[config.mk]
export PLATFORM = sky130hd
export DESIGN_NAME = debounced_dirty_set_flusher
export DESIGN_NICKNAME = d
export VERILOG_FILES = /design/src/rtl/core/ddsf_pkg.sv /design/src/rtl/core/debounced_dirty_set_flusher.sv /design/src/rtl/core/ddsf_ram.sv
export VERILOG_INCLUDE_DIRS = /design/src /design/src/rtl/core
export SDC_FILE = /design/constraint.sdc
export NUM_CORES = 1
export LEC_CHECK = 0
export BUFFER_PORTS_ARGS = -buffer_cell sky130_fd_sc_hd__buf_4
export CAP_MARGIN = 20
export CORE_MARGIN = 3
export CORE_UTILIZATION = 50
export CTS_BUF_LIST = sky130_fd_sc_hd__clkbuf_16
export DETAILED_ROUTE_END_ITERATION = 7
export PLACE_DENSITY = 0.69
export SLEW_MARGIN = 20
export SYNTH_ARGS = -nofsm -noshare
export SYNTH_HDL_FRONTEND = slang
export SYNTH_SLANG_ARGS = --single-unit
[constraint.sdc]
create_clock -name aclk -period 5.1 [get_ports aclk]
set_input_delay 1.53 -clock aclk [delete_from_list [all_inputs] [get_ports aclk]]
set_output_delay 1.53 -clock aclk [all_outputs]
set_load 0.05 [all_outputs]
[src/rtl/core/debounced_dirty_set_flusher_assert.svh]
// Assertion macros for the debounced dirty set flusher.
// Included by the RTL files that carry concurrent checks; needs no package.
`ifndef DEBOUNCED_DIRTY_SET_FLUSHER_ASSERT_SVH
`define DEBOUNCED_DIRTY_SET_FLUSHER_ASSERT_SVH
`ifndef SYNTHESIS
// Same-cycle implication, disabled while reset is asserted.
`define DDSF_ASSERT_IMPL(label, clk, rst_n, ante, cons) \
    label: assert property (@(posedge clk) disable iff (!(rst_n)) (ante) |-> (cons)) \
        else $error("ddsf: same-cycle check failed");
// Next-cycle implication, disabled while reset is asserted.
`define DDSF_ASSERT_NEXT(label, clk, rst_n, ante, cons) \
    label: assert property (@(posedge clk) disable iff (!(rst_n)) (ante) |=> (cons)) \
        else $error("ddsf: next-cycle check failed");
`else
`define DDSF_ASSERT_IMPL(label, clk, rst_n, ante, cons)
`define DDSF_ASSERT_NEXT(label, clk, rst_n, ante, cons)
`endif
`endif

[src/rtl/core/ddsf_pkg.sv]
// Shared constants for the debounced dirty set flusher.
// Used by the top level; has no dependencies of its own.
package ddsf_pkg;

    localparam int LIST_DEPTH = 16;
    localparam int ID_WIDTH   = 8;
    localparam int IDX_W      = (LIST_DEPTH > 1) ? $clog2(LIST_DEPTH) : 1;
    localparam int CNT_W      = $clog2(LIST_DEPTH + 1);
    localparam int DELAY_W    = 16;
    localparam int ACT_W      = 2;

    localparam logic [DELAY_W-1:0] DELAY_RESET = DELAY_W'(150);

    localparam logic [ACT_W-1:0] ACT_TICK   = 2'd0;
    localparam logic [ACT_W-1:0] ACT_MARK   = 2'd1;
    localparam logic [ACT_W-1:0] ACT_FORGET = 2'd2;

    localparam logic [ID_WIDTH-1:0] ID_NULL = '0;

endpackage

[src/rtl/core/debounced_dirty_set_flusher.sv]
// Top level of the debounced dirty set flusher: sequencer, list bookkeeping, countdown.
// Depends on ddsf_pkg, ddsf_ram and debounced_dirty_set_flusher_assert.svh.
//
//  channel | ports                                   | direction | word
//  --------+-----------------------------------------+-----------+------------------------
//  s_      | s_valid/s_ready, s_action, s_client_id  | in        | one event
//  m_      | m_valid/m_ready, m_synced_*, m_last ... | out       | one result per word
//  cfg_    | cfg_valid/cfg_ready, cfg_delay_ticks    | in        | new debounce delay
//
// An event takes work proportional to the list length N: the search reads one RAM
// entry per cycle, a forget moves each later entry down with a read and a write, and
// a flush reads each id back and emits it as a result word, stalling on m_ready.
// All list reads go through the single read port of the RAM, which sets the pace.
// Reset is synchronous and active low; the list RAM is not cleared, since only entries
// below the pending count are ever read. s_ready is high only while idle, even if the
// last result word still waits on m_ready; a stalled m_ready holds the sequencer.
module debounced_dirty_set_flusher
    import ddsf_pkg::*;
(
    input  logic                aclk,
    input  logic                aresetn,

    input  logic                s_valid,
    output logic                s_ready,
    input  logic [ACT_W-1:0]    s_action,
    input  logic [ID_WIDTH-1:0] s_client_id,

    output logic                m_valid,
    input  logic                m_ready,
    output logic                m_synced_valid,
    output logic [ID_WIDTH-1:0] m_synced_id,
    output logic                m_last,
    output logic                m_is_pending,
    output logic [CNT_W-1:0]    m_pending_count,
    output logic                m_overflow,

    input  logic                cfg_valid,
    output logic                cfg_ready,
    input  logic [DELAY_W-1:0]  cfg_delay_ticks
);

`include "debounced_dirty_set_flusher_assert.svh"

    // Sequencer states.
    localparam logic [2:0] ST_IDLE   = 3'd0;
    localparam logic [2:0] ST_SEARCH = 3'd1;
    localparam logic [2:0] ST_APPLY  = 3'd2;
    localparam logic [2:0] ST_SH_RD  = 3'd3;
    localparam logic [2:0] ST_SH_WR  = 3'd4;
    localparam logic [2:0] ST_STATUS = 3'd5;
    localparam logic [2:0] ST_FL_RD  = 3'd6;
    localparam logic [2:0] ST_FL_LD  = 3'd7;

    // Control state.
    logic [2:0]          state_reg,   state_next;
    logic [CNT_W-1:0]    total_reg,   total_next;
    logic [DELAY_W-1:0]  cd_reg,      cd_next;
    logic                run_reg,     run_next;
    logic [DELAY_W-1:0]  delay_reg,   delay_next;
    logic                cmp_vld_reg, cmp_vld_next;
    logic                m_valid_reg, m_valid_next;

    // Per-event working registers.
    logic [ACT_W-1:0]    act_reg,     act_next;
    logic [ID_WIDTH-1:0] id_reg,      id_next;
    logic [CNT_W-1:0]    idx_reg,     idx_next;
    logic [CNT_W-1:0]    flush_n_reg, flush_n_next;
    logic                found_reg,   found_next;
    logic                ovf_reg,     ovf_next;
    logic                pend_reg,    pend_next;

    // Result word register.
    logic                sv_reg,      sv_next;
    logic [ID_WIDTH-1:0] sid_reg,     sid_next;
    logic                last_reg,    last_next;
    logic                opend_reg,   opend_next;
    logic [CNT_W-1:0]    ocnt_reg,    ocnt_next;
    logic                oovf_reg,    oovf_next;

    // List RAM ports.
    logic                ram_we;
    logic [IDX_W-1:0]    ram_waddr;
    logic [ID_WIDTH-1:0] ram_wdata;
    logic                ram_re;
    logic [IDX_W-1:0]    ram_raddr;
    logic [ID_WIDTH-1:0] ram_rdata;

    logic                out_free;
    logic                issue_ok;
    logic                hit;
    logic                do_flush;
    logic                forget_fin;
    logic                append;
    logic [CNT_W-1:0]    idx_inc;
    logic [CNT_W-1:0]    idx_inc2;

    ddsf_ram #(
        .DATA_W (ID_WIDTH),
        .DEPTH  (LIST_DEPTH)
    ) u_list_ram (
        .clk   (aclk),
        .we    (ram_we),
        .waddr (ram_waddr),
        .wdata (ram_wdata),
        .re    (ram_re),
        .raddr (ram_raddr),
        .rdata (ram_rdata)
    );

    assign s_ready   = (state_reg == ST_IDLE);
    assign cfg_ready = 1'b1;

    // The result register can take a new word when empty or when its word leaves now.
    assign out_free = !m_valid_reg || m_ready;
    // The search issues a read while unread entries remain and compares the returned entry in the following cycle.
    assign issue_ok = (idx_reg < total_reg);
    assign hit      = cmp_vld_reg && (ram_rdata == id_reg);
    assign idx_inc  = idx_reg + CNT_W'(1);
    assign idx_inc2 = idx_reg + CNT_W'(2);
    assign append   = (act_reg == ACT_MARK) && (id_reg != ID_NULL) && !found_reg
                      && (total_reg < CNT_W'(LIST_DEPTH));

    always_comb begin
        state_next   = state_reg;
        total_next   = total_reg;
        cd_next      = cd_reg;
        run_next     = run_reg;
        delay_next   = delay_reg;
        cmp_vld_next = cmp_vld_reg;
        m_valid_next = m_valid_reg;
        act_next     = act_reg;
        id_next      = id_reg;
        idx_next     = idx_reg;
        flush_n_next = flush_n_reg;
        found_next   = found_reg;
        ovf_next     = ovf_reg;
        pend_next    = pend_reg;
        sv_next      = sv_reg;
        sid_next     = sid_reg;
        last_next    = last_reg;
        opend_next   = opend_reg;
        ocnt_next    = ocnt_reg;
        oovf_next    = oovf_reg;

        ram_we     = 1'b0;
        ram_waddr  = total_reg[IDX_W-1:0];
        ram_wdata  = id_reg;
        ram_re     = 1'b0;
        ram_raddr  = idx_reg[IDX_W-1:0];
        do_flush   = 1'b0;
        forget_fin = 1'b0;

        if (cfg_valid) begin
            delay_next = cfg_delay_ticks;
        end

        if (m_valid_reg && m_ready) begin
            m_valid_next = 1'b0;
        end

        unique case (state_reg)
            ST_IDLE: begin
                if (s_valid) begin
                    act_next     = s_action;
                    id_next      = s_client_id;
                    idx_next     = '0;
                    cmp_vld_next = 1'b0;
                    found_next   = 1'b0;
                    ovf_next     = 1'b0;
                    // The null id and an empty list need no search.
                    if (s_client_id != ID_NULL && total_reg != '0) begin
                        state_next = ST_SEARCH;
                    end else begin
                        state_next = ST_APPLY;
                    end
                end
            end

            ST_SEARCH: begin
                ram_re       = issue_ok;
                cmp_vld_next = issue_ok;
                if (issue_ok) begin
                    idx_next = idx_inc;
                end
                if (hit) begin
                    // The matching entry was read in the previous cycle.
                    found_next = 1'b1;
                    idx_next   = idx_reg - CNT_W'(1);
                    state_next = ST_APPLY;
                end else if (!issue_ok) begin
                    state_next = ST_APPLY;
                end
            end

            ST_APPLY: begin
                state_next = ST_STATUS;
                pend_next  = found_reg;
                if (act_reg == ACT_MARK && id_reg != ID_NULL) begin
                    if (append) begin
                        ram_we     = 1'b1;
                        total_next = total_reg + CNT_W'(1);
                    end else if (!found_reg) begin
                        ovf_next = 1'b1;
                    end
                    pend_next = found_reg || append;
                    if (delay_reg == '0) begin
                        do_flush = 1'b1;
                    end else begin
                        cd_next  = delay_reg;
                        run_next = 1'b1;
                    end
                end else if (act_reg == ACT_FORGET && id_reg != ID_NULL) begin
                    pend_next = 1'b0;
                    if (found_reg) begin
                        if (idx_inc < total_reg) begin
                            state_next = ST_SH_RD;
                        end else begin
                            forget_fin = 1'b1;
                        end
                    end else if (total_reg == '0) begin
                        run_next = 1'b0;
                        cd_next  = '0;
                    end
                end else if (act_reg == ACT_TICK && run_reg) begin
                    if (cd_reg <= DELAY_W'(1)) begin
                        do_flush = 1'b1;
                    end else begin
                        cd_next = cd_reg - DELAY_W'(1);
                    end
                end
            end

            ST_SH_RD: begin
                ram_re     = 1'b1;
                ram_raddr  = idx_inc[IDX_W-1:0];
                state_next = ST_SH_WR;
            end

            ST_SH_WR: begin
                ram_we    = 1'b1;
                ram_waddr = idx_reg[IDX_W-1:0];
                ram_wdata = ram_rdata;
                idx_next  = idx_inc;
                if (idx_inc2 < total_reg) begin
                    state_next = ST_SH_RD;
                end else begin
                    forget_fin = 1'b1;
                end
            end

            ST_STATUS: begin
                if (out_free) begin
                    m_valid_next = 1'b1;
                    sv_next      = 1'b0;
                    sid_next     = ID_NULL;
                    last_next    = 1'b1;
                    opend_next   = pend_reg;
                    ocnt_next    = total_reg;
                    oovf_next    = ovf_reg;
                    state_next   = ST_IDLE;
                end
            end

            ST_FL_RD: begin
                ram_re     = 1'b1;
                state_next = ST_FL_LD;
            end

            ST_FL_LD: begin
                if (out_free) begin
                    m_valid_next = 1'b1;
                    sv_next      = 1'b1;
                    sid_next     = ram_rdata;
                    last_next    = (idx_inc == flush_n_reg);
                    opend_next   = pend_reg;
                    ocnt_next    = total_reg;
                    oovf_next    = ovf_reg;
                    idx_next     = idx_inc;
                    state_next   = (idx_inc == flush_n_reg) ? ST_IDLE : ST_FL_RD;
                end
            end

            default: begin
                state_next = ST_IDLE;
            end
        endcase

        // A flush empties the list and stops the countdown; the ids are read back
        // from the RAM one at a time afterwards.
        if (do_flush) begin
            run_next     = 1'b0;
            cd_next      = '0;
            pend_next    = 1'b0;
            total_next   = '0;
            flush_n_next = append ? (total_reg + CNT_W'(1)) : total_reg;
            idx_next     = '0;
            if (append || total_reg != '0) begin
                state_next = ST_FL_RD;
            end else begin
                state_next = ST_STATUS;
            end
        end

        // The forgotten entry is gone once the later entries have moved down.
        if (forget_fin) begin
            total_next = total_reg - CNT_W'(1);
            state_next = ST_STATUS;
            if (total_reg == CNT_W'(1)) begin
                run_next = 1'b0;
                cd_next  = '0;
            end
        end
    end

    always_ff @(posedge aclk) begin
        if (!aresetn) begin
            state_reg   <= ST_IDLE;
            total_reg   <= '0;
            cd_reg      <= '0;
            run_reg     <= 1'b0;
            delay_reg   <= DELAY_RESET;
            cmp_vld_reg <= 1'b0;
            m_valid_reg <= 1'b0;
        end else begin
            state_reg   <= state_next;
            total_reg   <= total_next;
            cd_reg      <= cd_next;
            run_reg     <= run_next;
            delay_reg   <= delay_next;
            cmp_vld_reg <= cmp_vld_next;
            m_valid_reg <= m_valid_next;
        end
    end

    always_ff @(posedge aclk) begin
        act_reg     <= act_next;
        id_reg      <= id_next;
        idx_reg     <= idx_next;
        flush_n_reg <= flush_n_next;
        found_reg   <= found_next;
        ovf_reg     <= ovf_next;
        pend_reg    <= pend_next;
        sv_reg      <= sv_next;
        sid_reg     <= sid_next;
        last_reg    <= last_next;
        opend_reg   <= opend_next;
        ocnt_reg    <= ocnt_next;
        oovf_reg    <= oovf_next;
    end

    assign m_valid         = m_valid_reg;
    assign m_synced_valid  = sv_reg;
    assign m_synced_id     = sid_reg;
    assign m_last          = last_reg;
    assign m_is_pending    = opend_reg;
    assign m_pending_count = ocnt_reg;
    assign m_overflow      = oovf_reg;

    // The pending count never exceeds the list depth.
    `DDSF_ASSERT_IMPL(a_total_bound, aclk, aresetn, 1'b1, total_reg <= CNT_W'(LIST_DEPTH))
    // A running countdown always has something to flush.
    `DDSF_ASSERT_IMPL(a_run_nonempty, aclk, aresetn, run_reg, total_reg != '0)
    // Words of a flush report an emptied list.
    `DDSF_ASSERT_IMPL(a_flush_word_empty, aclk, aresetn, m_valid && m_synced_valid,
                      m_pending_count == '0 && !m_is_pending)
    // An accepted event leaves the sequencer busy in the following cycle.
    `DDSF_ASSERT_NEXT(a_busy_after_accept, aclk, aresetn, s_valid && s_ready, !s_ready)

endmodule

[src/rtl/core/ddsf_ram.sv]
// Generic simple dual-port RAM with one write port and one registered read port.
// Standalone; the depth and width come from its parameters.
module ddsf_ram #(
    parameter int DATA_W = 8,
    parameter int DEPTH  = 16,
    parameter int ADDR_W = (DEPTH > 1) ? $clog2(DEPTH) : 1
) (
    input  logic              clk,
    input  logic              we,
    input  logic [ADDR_W-1:0] waddr,
    input  logic [DATA_W-1:0] wdata,
    input  logic              re,
    input  logic [ADDR_W-1:0] raddr,
    output logic [DATA_W-1:0] rdata
);

    logic [DATA_W-1:0] mem [DEPTH];
    logic [DATA_W-1:0] rdata_reg;

    always_ff @(posedge clk) begin
        if (we) begin
            mem[waddr] <= wdata;
        end
        if (re) begin
            rdata_reg <= mem[raddr];
        end
    end

    assign rdata = rdata_reg;

endmodule
# Yosys cells after proc, flatten, opt, wreduce, memory -nomap -nowiden
# Memory sizes are Yosys's and may differ from the RTL's. A register that Yosys moved wholly into a read port is not among the register bits.
# Cells that the tools add are included.
dict set report totals {
  reg_bits 83
  latchBits 0
  ramBits 128
  mem_bits_ro 0
  input_bits 31
  out_inout_bits 20
  elab_cells 191
  n_memories 1
}
dict set report op_classes {
  n_addsub 6
  multipliers 0
  div 0
  magnitude_cmp 5
  eq_ne 30
  n_shift 0
  muxes 88
  bitwise_logic 1
  n_reduce_logical 39
}
# memory words width rd rd_clocked_by_memory_dff write_ports line_no
set memory_table {}
lappend memory_table {u_list_ram.mem 16 8 1 1 1 ddsf_ram.sv:17} ;# logic [DATA_W-1:0] mem [DEPTH];
# op n
set op_table {}
lappend op_table {{two-way mux 16 bit} 11}
lappend op_table {{two-way mux 5 bit} 9}
lappend op_table {{two-way mux 3 bit} 13}
lappend op_table {{two-way mux 1 bit} 37}
lappend op_table {{two-way mux 8 bit} 3}
lappend op_table {{one-hot mux 3 bit (8 select lines)} 1}
lappend op_table {{one-hot mux 5 bit (4 select lines)} 1}
lappend op_table {{less-or-equal comparator 16 x 1 -> 1 bit (second input constant)} 1}
lappend op_table {{logical NOT 16 bit} 1}
lappend op_table {{inequality test 4 bit (second input constant)} 4}
lappend op_table {{one-hot mux 1 bit (2 select lines)} 8}
lappend op_table {{one-hot mux 8 bit (2 select lines)} 1}
lappend op_table {{nonzero test 8 bit} 2}
lappend op_table {{subtractor 16 x 1 -> 16 bit (second input constant)} 1}
lappend op_table {{< comparator 5 bit} 3}
lappend op_table {{AND reduction 5 bit} 3}
lappend op_table {{inequality test 2 bit (second input constant)} 7}
lappend op_table {{equality test 3 bit (second input constant)} 4}
lappend op_table {{inequality test 3 bit (second input constant)} 4}
lappend op_table {{adder 5 x 1 -> 5 bit (second input constant)} 2}
lappend op_table {{subtractor 5 x 1 -> 5 bit (second input constant)} 2}
lappend op_table {{equality test 8 bit} 1}
lappend op_table {{logical AND 1 bit} 8}
lappend op_table {{two-way mux 4 bit} 2}
lappend op_table {{other kinds (26)} 40}

# Longest topological paths before layout
# Gate-level depths: netlist (run 1).
dict set report logic_depth {
  depth_word 9
  ltp_mapped 12
  ltp_nobuf 10
}

# Cells and area by module
# From an unflattened synthesis (run 1), not the netlist that was laid out.
dict set report hier_totals {
  cells_unflattened 747
  hier_area_um2 10142.2
}
# module n_inst cells_per_inst area_per_inst_um2 seq_area_each_um2
set by_module_without_submodules {}
lappend by_module_without_submodules {ddsf_ram 1 229 5227.5 4083.9}
lappend by_module_without_submodules {debounced_dirty_set_flusher 1 518 4914.7 2001.9}

# Least setup slack after synthesis (run 1)
# OpenSTA, ideal clock, no wires.
dict set report synth_timing {
  path_type {reg-to-output}
  from {register state_reg[2]}
  to {output s_ready}
  t_arrival_ns 1.763
  t_required_ns 3.570
  path_slack_ns 1.807
  stages_incl_launch_ff 3
  n_path_buf 1
  path_cell_list {dfxtp_1 clkbuf_1 nor3_1}
}
dict set report synth_via {
  elab_chain_cells 1
}
# item line_no
set synth_lines {}
lappend synth_lines {{start: declaration} debounced_dirty_set_flusher.sv:55} ;# logic [2:0] state_reg, state_next;
lappend synth_lines {{start signal: assignment} debounced_dirty_set_flusher.sv:325} ;# state_reg <= state_next;
lappend synth_lines {{logical NOT 3 bit} debounced_dirty_set_flusher.sv:110} ;# assign s_ready = (state_reg == ST_IDLE);
lappend synth_lines {{end: declaration} debounced_dirty_set_flusher.sv:24} ;# output logic s_ready,
# No other way between the ends.

# Final worst setup path (run 1)
dict set report layout_timing {
  from {register idx_reg[2]}
  to {register cd_reg[4]}
}
dict set report layout_via {
  elab_chain_cells 8
  word_cells_on_any_way 11
  cone_classes {add/sub: 2; order compare: 2; mux: 7}
}
# item line_no
set layout_lines {}
lappend layout_lines {{start: declaration} debounced_dirty_set_flusher.sv:66} ;# logic [CNT_W-1:0] idx_reg, idx_next;
lappend layout_lines {{start signal: assignment} debounced_dirty_set_flusher.sv:338} ;# idx_reg <= idx_next;
lappend layout_lines {{adder 5 x 1 -> 5 bit} debounced_dirty_set_flusher.sv:118} ;# assign idx_inc = idx_reg + CNT_W'(1);
lappend layout_lines {{< comparator 5 bit} debounced_dirty_set_flusher.sv:215} ;# if (idx_inc < total_reg) begin
lappend layout_lines {{two-way mux 1 bit} debounced_dirty_set_flusher.sv:215}
lappend layout_lines {{two-way mux 1 bit} debounced_dirty_set_flusher.sv:214} ;# if (found_reg) begin
lappend layout_lines {{two-way mux 1 bit} debounced_dirty_set_flusher.sv:212} ;# end else if (act_reg == ACT_FORGET && id_reg != ID_NULL) begin
lappend layout_lines {{two-way mux 1 bit} debounced_dirty_set_flusher.sv:198} ;# if (act_reg == ACT_MARK && id_reg != ID_NULL) begin
lappend layout_lines {{one-hot mux 1 bit (2 select lines) *} debounced_dirty_set_flusher.sv:161} ;# unique case (state_reg)
lappend layout_lines {{two-way mux 16 bit *} debounced_dirty_set_flusher.sv:305} ;# if (forget_fin) begin
lappend layout_lines {{end signal: assignment} debounced_dirty_set_flusher.sv:327} ;# cd_reg <= cd_next;
lappend layout_lines {{end: declaration} debounced_dirty_set_flusher.sv:57} ;# logic [DELAY_W-1:0] cd_reg, cd_next;
# Every way passes the cells marked *; elsewhere a longest branch is shown, timed or not.
# A chain may end at the register's enable or synchronous reset.

==> results of run 1 <==
==> worst register-to-register path, delay by kind of cell (launching register included) <==
kind,cells,cell delay (ns)
AO/OA/AOI/OAI,4,1.46
adder cells (fa/ha/maj),2,0.60
flip-flops,1,0.63
AND/OR/NAND/NOR,3,0.75
XOR/XNOR,1,0.19
==> stage by stage <==
| step | std cells | total power [mW] | area (um^2) | hold slack (ns) |
|---|---|---|---|---|
| finish | 1095 | 6.444 | 11580 | 0.4234 |
| global route | 1095 | 6.767 | 11580 | 0.4294 |
| CTS | 1095 | 6.432 | 11580 | 0.4269 |
| detailed placement | 1054 | 4.693 | 10790 | 0.4102 |
| global placement | 1054 | 4.650 | 10790 | 0.4140 |
| floorplan | 771 | 4.080 | 10210 | 0.4003 |
==> cell usage in the layout, fill, tap and decap left out, types with 5 or more instances in the layout <==
cell       instances
a211oi_1          13
a21oi_1           23
a221oi_1           5
a22oi_1            8
a31oi_1            9
and2_1            14
buf_4             54
bufinv_16          5
clkbuf_16         23
dfxtp_1           49
edfxtp_1         170
ha_1              22
inv_1             31
mux2_2            10
mux2i_1           27
mux4_2            32
nand2_1           37
nand3_1           14
nor2_1            69
nor3_1            25
nor4_1            14
o211ai_1           9
o21ai_0           32
o22ai_1           10
or4_1              7
xnor2_1           15
xor2_1            10
==> cell families (layout without fill, tap and decap cells) <==
family,Yosys count,in the layout,synth area share [%]
other cells,1,1,0.03674
simple gates,218,218,10.84
xor+xnor,29,29,2.770
buf+inv,63,122,2.660
compound gates,150,150,10.57
mux,69,69,10.81
flops,219,219,59.62
fa+ha+maj,22,22,2.697
==> layout make-up <==
type / instances / area [um^2] / area share, %
clock buffer: 23 / 575.6 / 4.970
clock inverter: 18 / 210.2 / 1.815
inverter: 27 / 101.3 / 0.8752
multi-input combinational: 489 / 3870 / 33.42
sequential: 219 / 6086 / 52.56
tap: 265 / 331.6 / 2.863
timing repair buffer: 54 / 405.4 / 3.501
==> layer usage <==
layer / vias up / wire length [um] / global-route usage, %
met4: 0 / 614 / 6.087
met3: 42 / 1772 / 4.011
met2: 279 / 10970 / 32.86
met5: - / 0 / 0
li1: 3084 / - / -
met1: 3381 / 10980 / 33.37
==> power by group through the flow <==
stage | Clock [mW] | Sequential (mW) | Combinational [mW]
final | 1.74 | 2.54 | 2.16
after global routing | 1.83 | 2.57 | 2.36
after CTS | 1.76 | 2.53 | 2.14
after detailed placement | 0 | 2.57 | 2.13
after global placement | 0 | 2.56 | 2.09
after floorplan | 0 | 2.49 | 1.59
==> worst min path at each step <==
stage	from	end	cells past startpoint
floorplan	ovf_reg	m_overflow	0
global placement	ovf_reg	m_overflow	0
detailed placement	ovf_reg	m_overflow	0
CTS	ovf_reg	m_overflow	0
global route	ovf_reg	m_overflow	0
finish	ovf_reg	m_overflow	0
==> summary.txt, run 1 <==
Power and ir drop
  – Sw Pwr: 2.271 mW
  – Leakage: 4.065 nW
  – Switching share of power: 35.24%
  – PD cells: 556.5 mW/mm^2
  – Clk pwr share: 27.0%
  – Pint: 4.173 mW
  – VDD IR-drop max: 0.2867 mV
  – Sequential share of power: 39.4%
  – Comb pwr share: 33.5%

Synth
  – Ys async rst share: 0%
  – Gate Count Post-Synth: 771
  – Most numerous cell in the Yosys netlist: edfxtp_1
  – Netlist cell types: 75
  – Synth warn: 0
  – Flops & latches, synth: 219
  – Area share of the largest cell type after synthesis: 50.01%
  – Post-synth EDFFs: 170
  – Top_reg_cell synth: edfxtp_1
  – Avg Inst Size Synth: 13.24 um^2
  – Post-Syn Area: 0.01021 mm^2
  – Synth top cells by count: 170 x edfxtp_1, 69 x nor2_1, 49 x dfxtp_1, 37 x nand2_1, 34 x o21ai_0
  – Area leader, netlist: edfxtp_1
  – Sequential fraction of the synthesis area: 59.62%
  – Syn_nets: 824
  – Area contributors post-synth: edfxtp_1 50%, dfxtp_1 9.6%, mux4_2 7.1%, ha_1 2.7%, mux2i_1 2.6%

Floorplanning
  – Core region area: 0.01978 mm^2
  – IO Count: 51
  – Die area: 0.02217 mm^2
  – Cell Rows: 51
  – Chip Width: 148.9 um
  – Initial Utilization: 51.60%
  – Die H: 148.9 um

Routing
  – Vias: 6,786
  – Final WL: 24.34 mm
  – Vias/cell: 6.197
  – DR WL/cell: 22.22 um
  – First-pass DRT Iterations: 6
  – Remaining DRCs: 0
  – Initial DRC count: 794
  – Detail Route Antenna Nets: 0

Clock tree
  – Clock Tree Buf Depth: 3
  – Post-CTS Setup Inserts: 0
  – Clock root cell: clkbuf_16
  – Hold Buf Count CTS: 0
  – CTS Sinks: 219
  – PostCTS Resize Cnt: 0
  – Worst-Skew Late Latency: 0.50 ns
  – H-tree Lvls: 1
  – CTS Buf Count: 23
  – TritonCTS clock tree: built
  – Worst-path clk slew: 0.06 ns

Critical path
  – Worst path bufs/invs: 0
  – Register-to-register setup slack: 1.34 ns
  – CP arrival: 4.11 ns
  – Critical path class: flip-flop to flip-flop
  – Reg-to-Reg Start: idx_reg[2]
  – Critical Path RT: 5.45 ns
  – Slowest-stage cell, CP: a211o_1
  – Startpoint types: flip-flop
  – Critical path depth in cells: 10
  – CP most frequent cell: ha_1
  – Worst r2r path cells: 10
  – Crit-path cells: ha_1 -> nand2_1 -> xnor2_1 -> ha_1 -> o211ai_1 -> o21ai_0 -> or4b_1 -> o21ai_1 -> a211o_1 -> nor3_1
  – Worst Path Max Fanout: 17
  – Reg-to-Reg End: cd_reg[4]
  – Worst Setup End Kind: flip-flop
  – Crit path launch: idx_reg[2]
  – Crit path capture: cd_reg[4]
  – Worst path max stage delay: 0.70 ns
  – Largest delay share family, worst path: compound AO/OA/AOI/OAI gates

Timing
  – Setup violators final: 0
  – Final worst slack: 1.342 ns
  – Worst relative slew slack: 38.71%
  – Minimum clock period: 3.758 ns
  – Slew Limit Fails: 0
  – Final period util: 73.69%
  – Setup TNS: 0 ns
  – RSZ-0062 raised after global routing: false
  – Final worst clock skew: 0.01424 ns
  – Actual transition at the worst max-transition pin: 0.9194 ns
  – Peak Freq: 0.2661 GHz
  – Final Hold Viols: 0

Global routing
  – Initial antenna violation count: 0
  – GRT Total Usage: 21.98%
  – Total grt overflow: 0
  – Pin count of the biggest net entering global routing: 33
  – First-pass GRT wire length: 38.05 mm
  – Vias in the first global route: 6,684

Place
  – Dpl hpwl: 17.25 mm
  – Port Buf Inserts: 49
  – Routability cong.: 0.9223
  – Post-Place Worst Slack: 1.442 ns

Cells and area
  – Nets: 867
  – ANT cells: 0
  – Layout fillers: 1,595
  – Final core occ: 58.54%
  – Layout cell share with drive strength beyond 1: 18.55%
  – Max reg flops: 128
  – Synth-to-layout area growth: 13.45%

Min path
  – Worst hold path class: flip-flop to flip-flop

Run
  – Max-cap violations: 0

Run status
  – Status: completed
Power figures use the tool's default switching activity.
==> run 2, diff against run 1 <==
PLACE_DENSITY = 0.72   (was 0.69)
clock period = 3.2 ns   (was 5.1 ns; I/O delays follow)
==> summary.txt, run 2 (synthesis gave the netlist of run 1 again) <==
Timing
  – Actual transition at the worst max-transition pin: 0.8757 ns (-0.04370 ns)
  – Peak Freq: 0.3394 GHz (+28%)
  – RSZ-0062 raised after global routing: false
  – Minimum clock period: 2.946 ns (-0.8121 ns)
  – Final Hold Viols: 0 (unchanged)
  – Setup TNS: 0 ns (unchanged)
  – Final period util: 92.06% (+18 points)
  – Final worst clock skew: 0.01502 ns (+0.0007840 ns)
  – Setup violators final: 0 (unchanged)
  – Worst relative slew slack: 41.40% (+2.7 points)
  – Slew Limit Fails: 0 (unchanged)

Global routing
  – Vias in the first global route: 6,904 (+3.3%)
  – GR Util met2: 36.68% (+3.8 points)
  – Met3 usage: 3.616% (-0.40 points)
  – Initial antenna violation count: 0 (unchanged)
  – Total grt overflow: 0 (unchanged)
  – Grt met1 use: 28.75% (-4.6 points)
  – GRT Total Usage: 21.67% (-0.31 points)
  – Pin count of the biggest net entering global routing: 33 (unchanged)
  – Most Crowded Layer GR: met2
  – First-pass GRT wire length: 37.85 mm (-0.53%)

Power and ir drop
  – VDD IR-drop max: 0.6182 mV (+120%)
  – Switching share of power: 35.70% (+0.46 points)
  – Sequential share of power: 39.9% (+0.5 points)
  – Pint: 6.450 mW (+55%)
  – Leakage: 4.193 nW (+3.1%)
  – Sw Pwr: 3.581 mW (+58%)
  – Comb pwr share: 35.1% (+1.6 points)
  – Clk pwr share: 25.0% (-2.0 points)
  – PD cells: 855.6 mW/mm^2 (+54%)

Cells and area
  – Most common cell after layout, fill and taps aside: edfxtp_1
  – Synth-to-layout area growth: 14.86%
  – Reg area: 0.006086 mm^2 (unchanged)
  – Layout cell share with drive strength beyond 1: 20.61% (+2.1 points)
  – Finished Layout Cells: 1,119 (+2.2%)
  – Multi-input gate area: 0.003870 mm^2 (unchanged)
  – Layout fillers: 1,568 (-1.7%)
  – Nets: 892 (+2.9%)
  – Final Instance Area: 0.01172 mm^2 (+1.2%)
  – ANT cells: 0 (unchanged)
  – Max reg flops: 128 (unchanged)
  – Most frequent cells in the layout: 170 x edfxtp_1, 76 x buf_4, 69 x nor2_1

Routing
  – DR WL/cell: 21.21 um (-4.6%)
  – Initial DRC count: 536 (-32%)
  – Vias: 6,782 (-0.059%)
  – Final WL: 23.73 mm (-2.5%)
  – Vias/cell: 6.061 (-2.2%)
  – First-pass DRT Iterations: 5 (-1)
  – Remaining DRCs: 0 (unchanged)
  – Detail Route Antenna Nets: 0 (unchanged)

Min path
  – Hold Crit Depth: 0 (unchanged)
  – Worst hold path class: flip-flop to flip-flop

Run status
  – Status: completed

Place
  – Dpl hpwl: 16.38 mm (-5.1%)
  – Port Buf Inserts: 49 (unchanged)
  – Placed Cells: 1,078 (+2.3%)
  – Placed cell area: 0.01100 mm^2 (+1.9%)
  – Routability cong.: 0.9734 (+5.5%)

Clock tree
  – CTS Sinks: 219 (unchanged)
  – Clock root cell: clkbuf_16
  – Worst-path clk slew: 0.06 ns (about the same)
  – CTS Buf Count: 24 (+4.3%)
  – H-tree Lvls: 1 (unchanged)
  – TritonCTS clock tree: built
  – Post-CTS Setup Inserts: 0 (unchanged)
  – PostCTS Resize Cnt: 0 (unchanged)
  – Clock Tree Buf Depth: 3 (unchanged)
  – Hold Buf Count CTS: 0 (unchanged)
  – Worst-Skew Late Latency: 0.53 ns (+0.03 ns)

Run
  – Max-cap violations: 0 (unchanged)

Floorplanning
  – Cell Rows: 51 (unchanged)
  – IO Count: 51 (unchanged)
  – Die area: 0.02217 mm^2 (unchanged)
  – Core region area: 0.01978 mm^2 (unchanged)
  – Initial Utilization: 51.60% (unchanged)
  – Chip Width: 148.9 um (unchanged)
  – Die H: 148.9 um (unchanged)

Critical path
  – Startpoint types: flip-flop
  – Worst Path Max Fanout: 17 (unchanged)
  – CP arrival: 3.33 ns (-0.78 ns)
  – Worst r2r path cells: 10 (unchanged)
  – Critical Path RT: 3.58 ns (-1.87 ns)
  – Critical path class: flip-flop to flip-flop
  – Worst Setup End Kind: flip-flop
## run 2: cell types whose count changed in the layout (fill, tap and decap cells not counted), sizes merged
cell / delta
bufinv: -5
clkbuf: +2
buf: +24
clkinv: +1
inv: +5
clkinvlp: -3
## run 2: critical path, stage by stage, from the launching register on
cell and delay [ns]:
dfxtp_1 0.49, inv_1 0.19, ha_1 0.40, ha_1 0.30, o211ai_1 0.11, o21ai_0 0.23
or4b_1 0.48, o21ai_1 0.12, a211o_1 0.15, buf_4 0.25, a211oi_1 0.07
## run 2: final timing paths
check | from | endpoint | slack [ns]
worst max-delay path | idx_reg[1] | cd_reg[13] | 0.25
worst min-delay path | pend_reg | m_is_pending | 0.44
worst max register to register | idx_reg[1] | cd_reg[13] | 0.25
worst min register to register | pend_reg | m_is_pending | 0.44
## run 2: through the flow
stage	total power, mW	utilization [%]	hold slack [ns]	worst slack (ns)
3_3_place_gp	7.409	55.60	0.4160	0.3882
5_1_grt	10.61	59.27	0.4483	0.04893
2_1_floorplan	6.502	-	0.4003	0.4773
6_report	10.03	59.27	0.4381	0.2540
3_5_place_dp	7.533	55.60	0.4171	0.3051
4_1_cts	10.06	59.27	0.4384	0.2930
## run 2: layout make-up
| type | count | share of cell area (%) |
|---|---|---|
| Sequential cell | 219 | 51.91 |
| Multi-Input combinational cell | 489 | 33.01 |
| Clock buffer | 25 | 5.336 |
| Timing Repair Buffer | 78 | 5.208 |
| Tap cell | 265 | 2.828 |
| Inverter | 27 | 0.8645 |
| Clock inverter | 16 | 0.8431 |
## run 2: per-layer routing
metal  part of all wire (%)  up-vias  wire [um]
met5                      0        -          0
met4                    2.9        0        683
met3                    5.3       57       1250
met2                     50      209      11910
met1                     42     3395       9890
li1                       -     3121          -
## run 2: power groups by stage
stage / Combinational (mW) / Sequential [mW] / Clock [mW]
2_1_floorplan: 2.53 / 3.97 / 0
3_5_place_dp: 3.48 / 4.05 / 0
4_1_cts: 3.52 / 3.99 / 2.55
5_1_grt: 3.87 / 4.04 / 2.69
3_3_place_gp: 3.38 / 4.03 / 0
6_report: 3.52 / 4.01 / 2.51
